**src/rtl/core/rotl_pkg.sv**
```systemverilog
// Shared types and constants for the rumble on-time limiter.
package rotl_pkg;

  localparam int CHANNELS = 4;
  localparam int MASK_W   = 4;
  localparam int TIME_W   = 32;
  localparam int CFG_IDX_W = 2;

  localparam logic [TIME_W-1:0] MAX_ON_RESET   = 32'd30000;
  localparam logic [TIME_W-1:0] COOLDOWN_RESET = 32'd30000;
  localparam logic [TIME_W-1:0] GAP_RESET      = 32'd100;

  typedef enum logic [CFG_IDX_W-1:0] {
    CFG_MAX_ON   = 2'd0,
    CFG_COOLDOWN = 2'd1,
    CFG_GAP      = 2'd2
  } cfg_index_t;

  typedef struct packed {
    logic [TIME_W-1:0] max_on_ms;
    logic [TIME_W-1:0] cooldown_ms;
    logic [TIME_W-1:0] gap_ms;
  } cfg_t;

  typedef struct packed {
    logic              step;
    logic [TIME_W-1:0] now_ms;
    logic              request;
  } chan_cmd_t;

endpackage

```
**src/rtl/core/rotl_cfg.sv**
```systemverilog
// Configuration register file for the rumble on-time limiter.
module rotl_cfg
  import rotl_pkg::*;
(
  input  logic                 clk,
  input  logic                 rst,
  input  logic                 cfg_write,
  input  logic [CFG_IDX_W-1:0] cfg_index,
  input  logic [TIME_W-1:0]    cfg_data,
  output cfg_t                 cfg
);

  cfg_t regs;

  always_ff @(posedge clk) begin
    if (rst) begin
      regs.max_on_ms   <= MAX_ON_RESET;
      regs.cooldown_ms <= COOLDOWN_RESET;
      regs.gap_ms      <= GAP_RESET;
    end else if (cfg_write) begin
      case (cfg_index)
        CFG_MAX_ON:   regs.max_on_ms   <= cfg_data;
        CFG_COOLDOWN: regs.cooldown_ms <= cfg_data;
        CFG_GAP:      regs.gap_ms      <= cfg_data;
        default: begin
        end
      endcase
    end
  end

  assign cfg = regs;

endmodule

```
**src/rtl/core/rotl_channel.sv**
```systemverilog
// Per-controller session, gap and cooldown tracking.
module rotl_channel
  import rotl_pkg::*;
(
  input  logic      clk,
  input  logic      rst,
  input  cfg_t      cfg,
  input  chan_cmd_t cmd,
  output logic      off
);

  logic              session_active, session_active_next;
  logic              cooling_down, cooling_down_next;
  logic              gap_armed, gap_armed_next;
  logic [TIME_W-1:0] session_start, session_start_next;
  logic [TIME_W-1:0] cooldown_start, cooldown_start_next;
  logic [TIME_W-1:0] gap_start, gap_start_next;

  logic [TIME_W-1:0] on_elapsed, gap_elapsed, cool_elapsed;

  // Wrapping differences; only meaningful when the matching flag is set.
  assign on_elapsed   = cmd.now_ms - session_start;
  assign gap_elapsed  = cmd.now_ms - gap_start;
  assign cool_elapsed = cmd.now_ms - cooldown_start;

  always_comb begin
    session_active_next = session_active;
    cooling_down_next   = cooling_down;
    gap_armed_next      = gap_armed;
    session_start_next  = session_start;
    cooldown_start_next = cooldown_start;
    gap_start_next      = gap_start;
    if (!cooling_down) begin
      if (cmd.request) begin
        session_active_next = 1'b1;
        if (!session_active) begin
          session_start_next = cmd.now_ms;
        end else if (on_elapsed > cfg.max_on_ms) begin
          cooling_down_next   = 1'b1;
          cooldown_start_next = cmd.now_ms;
        end
        gap_armed_next = 1'b0;
      end else if (session_active) begin
        if (!gap_armed) begin
          gap_armed_next = 1'b1;
          gap_start_next = cmd.now_ms;
        end else if (gap_elapsed > cfg.gap_ms) begin
          gap_armed_next      = 1'b0;
          session_active_next = 1'b0;
        end
      end
    end else if (cool_elapsed > cfg.cooldown_ms) begin
      cooling_down_next   = 1'b0;
      session_active_next = 1'b0;
    end
  end

  always_ff @(posedge clk) begin
    if (rst) begin
      session_active <= 1'b0;
      cooling_down   <= 1'b0;
      gap_armed      <= 1'b0;
    end else if (cmd.step) begin
      session_active <= session_active_next;
      cooling_down   <= cooling_down_next;
      gap_armed      <= gap_armed_next;
    end
  end

  always_ff @(posedge clk) begin
    if (cmd.step) begin
      session_start  <= session_start_next;
      cooldown_start <= cooldown_start_next;
      gap_start      <= gap_start_next;
    end
  end

  assign off = cooling_down;

  // A cooldown only ever runs inside a session.
  a_cool_in_session: assert property (@(posedge clk) disable iff (rst)
    cooling_down |-> session_active)
    else $error("cooldown without an active session");

  // The gap timer is cleared whenever a cooldown is entered and cannot re-arm.
  a_cool_no_gap: assert property (@(posedge clk) disable iff (rst)
    cooling_down |-> !gap_armed)
    else $error("gap timer armed during cooldown");

endmodule

```
**src/rtl/core/rumble_on_time_limiter.sv**
```systemverilog
// Top level of the rumble on-time limiter: input stage, channels and result stage.
//
// The block accepts one frame item per clock cycle while the result side keeps
// taking results, and returns one disable mask for each item, in order. An
// input transfer lands in an input register; once the result register is free
// or is being emptied, the per-controller logic (three 32-bit wrapping
// subtract-and-compare paths per controller, which set the cycle time) updates
// the controller state and the mask is written into the result register. The
// input register and the result register together hold two items, so a new
// input transfer is still taken while one finished result waits to be taken.
// Bit i of the mask is set while controller i is in cooldown (including the
// frame in which the cooldown ends, but not the frame in which it begins), or
// whenever any of the three inhibit inputs is set; the inhibits never alter the
// controller state. Configuration writes take effect at once and are meant to
// be made while no item is in flight.
module rumble_on_time_limiter
  import rotl_pkg::*;
(
  input  logic                 clk,
  input  logic                 rst,
  input  logic                 cfg_write,
  input  logic [CFG_IDX_W-1:0] cfg_index,
  input  logic [TIME_W-1:0]    cfg_data,
  input  logic                 in_valid,
  output logic                 in_ready,
  input  logic [TIME_W-1:0]    now_ms,
  input  logic [MASK_W-1:0]    rumble_request,
  input  logic                 media_ejected,
  input  logic                 external_inhibit,
  input  logic                 level_inhibit,
  output logic                 out_valid,
  input  logic                 out_ready,
  output logic [MASK_W-1:0]    disable_mask
);

  cfg_t cfg;

  // Input stage registers.
  logic              s1_valid;
  logic [TIME_W-1:0] s1_now;
  logic [MASK_W-1:0] s1_req;
  logic              s1_inhibit;
  logic              s1_move;

  logic [CHANNELS-1:0] chan_off;
  logic [MASK_W-1:0]   mask_next;

  rotl_cfg u_cfg (
    .clk       (clk),
    .rst       (rst),
    .cfg_write (cfg_write),
    .cfg_index (cfg_index),
    .cfg_data  (cfg_data),
    .cfg       (cfg)
  );

  // The input stage moves on whenever the result register is free or is
  // being emptied in this cycle.
  assign s1_move  = s1_valid && (!out_valid || out_ready);
  assign in_ready = !s1_valid || s1_move;

  always_ff @(posedge clk) begin
    if (rst) begin
      s1_valid <= 1'b0;
    end else if (in_ready) begin
      s1_valid <= in_valid;
    end
  end

  always_ff @(posedge clk) begin
    if (in_valid && in_ready) begin
      s1_now     <= now_ms;
      s1_req     <= rumble_request;
      s1_inhibit <= media_ejected | external_inhibit | level_inhibit;
    end
  end

  // One tracker per controller. Controllers beyond the request width see no
  // request and do not appear in the mask.
  for (genvar i = 0; i < CHANNELS; i++) begin : g_chan
    chan_cmd_t cmd;
    if (i < MASK_W) begin : g_req
      assign cmd.request = s1_req[i];
    end else begin : g_noreq
      assign cmd.request = 1'b0;
    end
    assign cmd.step   = s1_move;
    assign cmd.now_ms = s1_now;

    rotl_channel u_chan (
      .clk (clk),
      .rst (rst),
      .cfg (cfg),
      .cmd (cmd),
      .off (chan_off[i])
    );
  end

  // The mask uses the cooldown state as it stood before this frame's update.
  // Mask bits with no controller behind them stay clear.
  for (genvar j = 0; j < MASK_W; j++) begin : g_mask
    if (j < CHANNELS) begin : g_live
      assign mask_next[j] = chan_off[j] | s1_inhibit;
    end else begin : g_dead
      assign mask_next[j] = 1'b0;
    end
  end

  always_ff @(posedge clk) begin
    if (rst) begin
      out_valid <= 1'b0;
    end else if (s1_move) begin
      out_valid <= 1'b1;
    end else if (out_ready) begin
      out_valid <= 1'b0;
    end
  end

  always_ff @(posedge clk) begin
    if (s1_move) begin
      disable_mask <= mask_next;
    end
  end

  // An empty input stage always takes a transfer.
  a_empty_ready: assert property (@(posedge clk) disable iff (rst)
    !s1_valid |-> in_ready)
    else $error("input stage empty but not ready");

  // With both stages full and the result stalled, no further transfer is taken.
  a_full_stall: assert property (@(posedge clk) disable iff (rst)
    (s1_valid && out_valid && !out_ready) |-> !in_ready)
    else $error("transfer accepted with both stages full");

  // An inhibited frame yields a mask with every bit set.
  a_inhibit_mask: assert property (@(posedge clk) disable iff (rst)
    (s1_move && s1_inhibit) |=> (out_valid && (&disable_mask)))
    else $error("inhibited frame did not disable every controller");

  // A frame reaching the result stage always makes a result visible.
  a_result_follows: assert property (@(posedge clk) disable iff (rst)
    s1_move |=> out_valid)
    else $error("frame left the input stage without a result");

endmodule
```
**config.mk**
```make
export PLATFORM = sky130hd
export DESIGN_NAME = rumble_on_time_limiter
export DESIGN_NICKNAME = d
export VERILOG_FILES = /design/src/rtl/core/rotl_pkg.sv /design/src/rtl/core/rotl_cfg.sv /design/src/rtl/core/rotl_channel.sv /design/src/rtl/core/rumble_on_time_limiter.sv
export SDC_FILE = /design/constraint.sdc
export NUM_CORES = 2
export LEC_CHECK = 0
export BUFFER_PORTS_ARGS = -buffer_cell sky130_fd_sc_hd__buf_2
export CAP_MARGIN = 20
export CORE_MARGIN = 3
export CORE_UTILIZATION = 65
export CTS_CLUSTER_DIAMETER = 40
export DETAILED_ROUTE_END_ITERATION = 10
export PLACE_DENSITY_LB_ADDON = 0.3
export SYNTH_ARGS = -nofsm -noshare
export SYNTH_HDL_FRONTEND = slang
export SYNTH_SLANG_ARGS = --single-unit
```
**constraint.sdc**
```tcl
create_clock -name clk -period 6.7 [get_ports clk]
set_input_delay 0 -clock clk [delete_from_list [all_inputs] [get_ports clk]]
set_output_delay 0 -clock clk [all_outputs]
set_load 0.03 [all_outputs]
```
==> flow_summary.yaml <==
place:
  dpl.hpwl_um: 92500
  port_buffers: 83
  placed_cell_area_um2: 46300
  place_congestion: 0.988
floorplan:
  core_area_um2: 67400
  die-width_um: 267
  row_count: 95
  die_h_um: 267
  io_pins: 84
  start_util_pct: 65.9
  dieArea_um2: 71500
run:
  drv_cap: 0
route:
  drc: 0
  vias: 37600
  drt_first_pass_iters: 7
  postRouteAntennaNets: 0
  drt_iter0_drc: 3282
  wirelength_um: 124000
  drt-wirelength-per-cell_um: 20.8
  avgViaCountPerCell: 6.28
worst_setup_path:
  arrival_ns: 6.82
  path_max_fanout: 22
  cpMaxStageDelayCell: "o21ai_0"
  path_buf_inv: 2
  crit_path_frequent_cell: "o21ai_0"
  end_kind: "register"
  worstPathRequired_ns: 7.24
  critPathMaxStageDelay_ns: 0.65
  critPathLaunchType: "register"
  worstPathCellList: "buf_4, buf_4, ha_1, nor2b_1, o21ai_0, a21boi_0, o21ai_0, a21oi_1, o21ai_0, a211oi_1, o21ai_1, or4b_1, o211ai_1, ha_1, nand4_1, nor4_1, nand3_1, and3_1, a221oi_1"
  worst-setup-path-type: "register to register"
  critPathTopFamily: "compound AO/OA/AOI/OAI gates"
clock_network:
  clk_pin_slew_ns: 0.06
  clk_latency_ns: 0.66
  cts_setup_buffers: 0
  cts.sinks: 535
  cts-htree-levels: 3
  cts_buffers: 89
  cts_resized: 0
  cts_tree: "yes"
  root_buffer: "clkbuf_16"
  clock_path_buffers: 3
global_routing:
  grt_pass1_wl_um: 194000
  antenna_found_initial: 6
  grt_usage_pct: 34.6
  grt-ovfl-total: 0
  grt_start_max_net_pins: 69
  grt_pass1_vias: 37300
worst_hold_path:
  hp-class: "primary input to register"
yosys:
  synth_top_cell_by_area: "edfxtp_1"
  synthesis.nets: 5630
  synthCells: 4784
  ys_warn_count: 0
  synth-seq-area-share_pct: 33.7
  synth_area_per_cell_um2: 9.29
  synth_seq_cells: 535
  synthTopCellsByArea: "edfxtp_1 29%, ha_1 21%, a21oi_1 5.3%"
  async_reset_ff_share_pct: 0
  synth_top_flop_cell: "edfxtp_1"
  synth-edff-count: 425
  ys_types: 85
  synth_area_um2: 44400
  synth_top_area_share_pct: 28.7
timing:
  max_slew_margin_pct: 28.2
  hold_viol: 0
  rsz0062_at_grt: "false"
  setup_viol: 0
  timing.final.crit_share_pct: 93.8
  clock.fmax_mhz: 159
  skew_ns: 0.0402
  drv_slew: 0
  worst-slew-pin-transition_ns: 1.06
  fin_crit_ns: 6.29
  fin_tns_setup_ns: 0
layout:
  fin_nets: 5890
  design_area_um2: 50100
  n_fill_cell: 4806
  area_growth_pct: 12.8
  final_layout_size_suffix_gt1_share_pct: 7.19
outcome:
  status: "completed"
power_and_ir_drop:
  power.density_nw_per_um2: 219
  irDropWorstVdd_v: 0.000226
  power.static_leakage_uw: 0.0226
## cells in the mapped netlist (all sizes together) (14+ instances only)
| cell | n |
|---|---|
| and2 | 16 |
| o21bai | 50 |
| a21boi | 19 |
| a211oi | 51 |
| edfxtp | 425 |
| nor2b | 78 |
| o31ai | 19 |
| a31oi | 36 |
| or3 | 19 |
| nor2 | 276 |
| nor3 | 75 |
| nor4 | 14 |
| and3 | 42 |
| o21a | 75 |
| xor2 | 88 |
| clkbuf | 54 |
| nand3 | 70 |
| dfxtp | 110 |
| nand2b | 57 |
| or2 | 19 |
| o211ai | 18 |
| nand4 | 108 |
| inv | 556 |
| a211o | 20 |
| nand2 | 336 |
| a31o | 15 |
| a21o | 307 |
| ha | 756 |
| xnor2 | 224 |
| o21ai | 198 |
| a21oi | 470 |
## metrics by stage
| step | util, % | worst slack, ns | total power, µW | hold WS (ns) | instances |
|---|---|---|---|---|---|
| 3_5_place_dp | 68.7 | 0.599 | 6280 | 0.178 | 5749 |
| 3_3_place_gp | 68.7 | 0.686 | 6190 | 0.178 | 5749 |
| 2_1_floorplan | - | 0.567 | 5620 | 0.0989 | 4784 |
| 4_1_cts | 74.4 | 0.503 | 10900 | 0.00109 | 5992 |
| 6_report | 74.4 | 0.413 | 11000 | 0.0303 | 5996 |
| 5_1_grt | 74.4 | 0.110 | 11400 | 0.0393 | 5994 |
## cells by family after synthesis
group	share of synthesized area, %
AND/OR/NAND/NOR	12.6
multiplexers	0.113
AO/OA/AOI/OAI	20.4
XOR/XNOR	6.15
adder cells (fa/ha/maj)	21.8
buffers and inverters	5.17
flip-flops	33.7
## sequential cells by signal, indices dropped and copies added (netlist names)
register and flops:
g_chan.u_chan.cooldown_start 128, g_chan.u_chan.gap_start 128, g_chan.u_chan.session_start 128, u_cfg.cfg 96, s1_now 32, disable_mask 4, g_chan.u_chan.gap_armed 4, g_chan.u_chan.off 4
g_chan.u_chan.session_active 4, s1_req 4, out_valid 1, s1_inhibit 1, s1_valid 1
## metal layers
layer / vias up / global-route usage (%) / part of all wire (%)
met2: 1562 / 58.7 / 47
met3: 399 / 5.18 / 8.3
met5: - / 0 / 0.034
met4: 4 / 19.1 / 5.9
li1: 18000 / - / -
met1: 17700 / 42.4 / 39
## final timing paths
check | slack, ns | cells past startpoint | from | endpoint
setup / recovery | 0.41 | 19 | s1_now[1] | g_chan[0].u_chan.off
hold / removal | 0.03 | 5 | cfg_index[1] | u_cfg.cfg[87]
setup reg to reg | 0.41 | 19 | s1_now[1] | g_chan[0].u_chan.off
hold reg to reg | 0.45 | 2 | u_cfg.cfg[50] | u_cfg.cfg[50]
## worst register-to-register path, delay by kind of cell, from the launching register on
| kind | cells | cell delay, ns |
|---|---|---|
| AO/OA/AOI/OAI | 9 | 2.63 |
| AND/OR/NAND/NOR | 6 | 2.01 |
| flip-flops | 1 | 0.40 |
| buffers and inverters | 2 | 0.73 |
| adder cells (fa/ha/maj) | 2 | 0.44 |
## repair_timing
| item | 4_1_cts | 5_1_grt |
|---|---|---|
| hold buffers | 76 | 0 |
| endpoints found under the hold margin | 138 | 0 |
| setup endpoints to repair | 0 | 0 |
## where the power goes
group | internal [µW] | total, µW | switching [µW]
registers | 3680 | 3730 | 52.0
logic | 1100 | 2600 | 1500
clock network | 2820 | 4640 | 1820
total | 7590 | 11000 | 3370
## cells in the final DEF, fill, tap and decap left out, types with 19 or more instances in the layout
cell	synthesis	routed
a211o_1	20	20
clkbuf_16	0	91
nand2b_1	57	57
o21ai_0	186	186
ha_1	756	756
a21oi_1	467	467
nor2b_1	78	78
nand2_1	336	336
dlygate4sd3_1	0	76
inv_1	555	555
xnor2_1	224	224
nand4_1	108	108
nand3_1	70	70
dfxtp_1	110	110
o21a_1	75	75
and3_1	42	42
or3_1	19	19
a31oi_1	35	34
o21bai_1	50	50
buf_2	0	82
a211oi_1	48	48
nor2_1	276	272
or2_2	19	19
buf_4	0	64
xor2_1	88	88
nor3_1	74	72
a21o_1	307	307
edfxtp_1	425	425
## cell type report
class / instances / area (µm²) / area share (%)
multi-input cells: 3637 / 27300 / 54.3
flip-flops and latches: 535 / 15000 / 29.8
clock buffers: 101 / 2340 / 4.68
inverters: 557 / 2090 / 4.17
repair buffers: 224 / 1690 / 3.37
well taps: 873 / 1090 / 2.18
clock inverters: 66 / 702 / 1.40
diodes: 3 / 7.51 / 0.0150
Power figures use the tool's default switching activity.
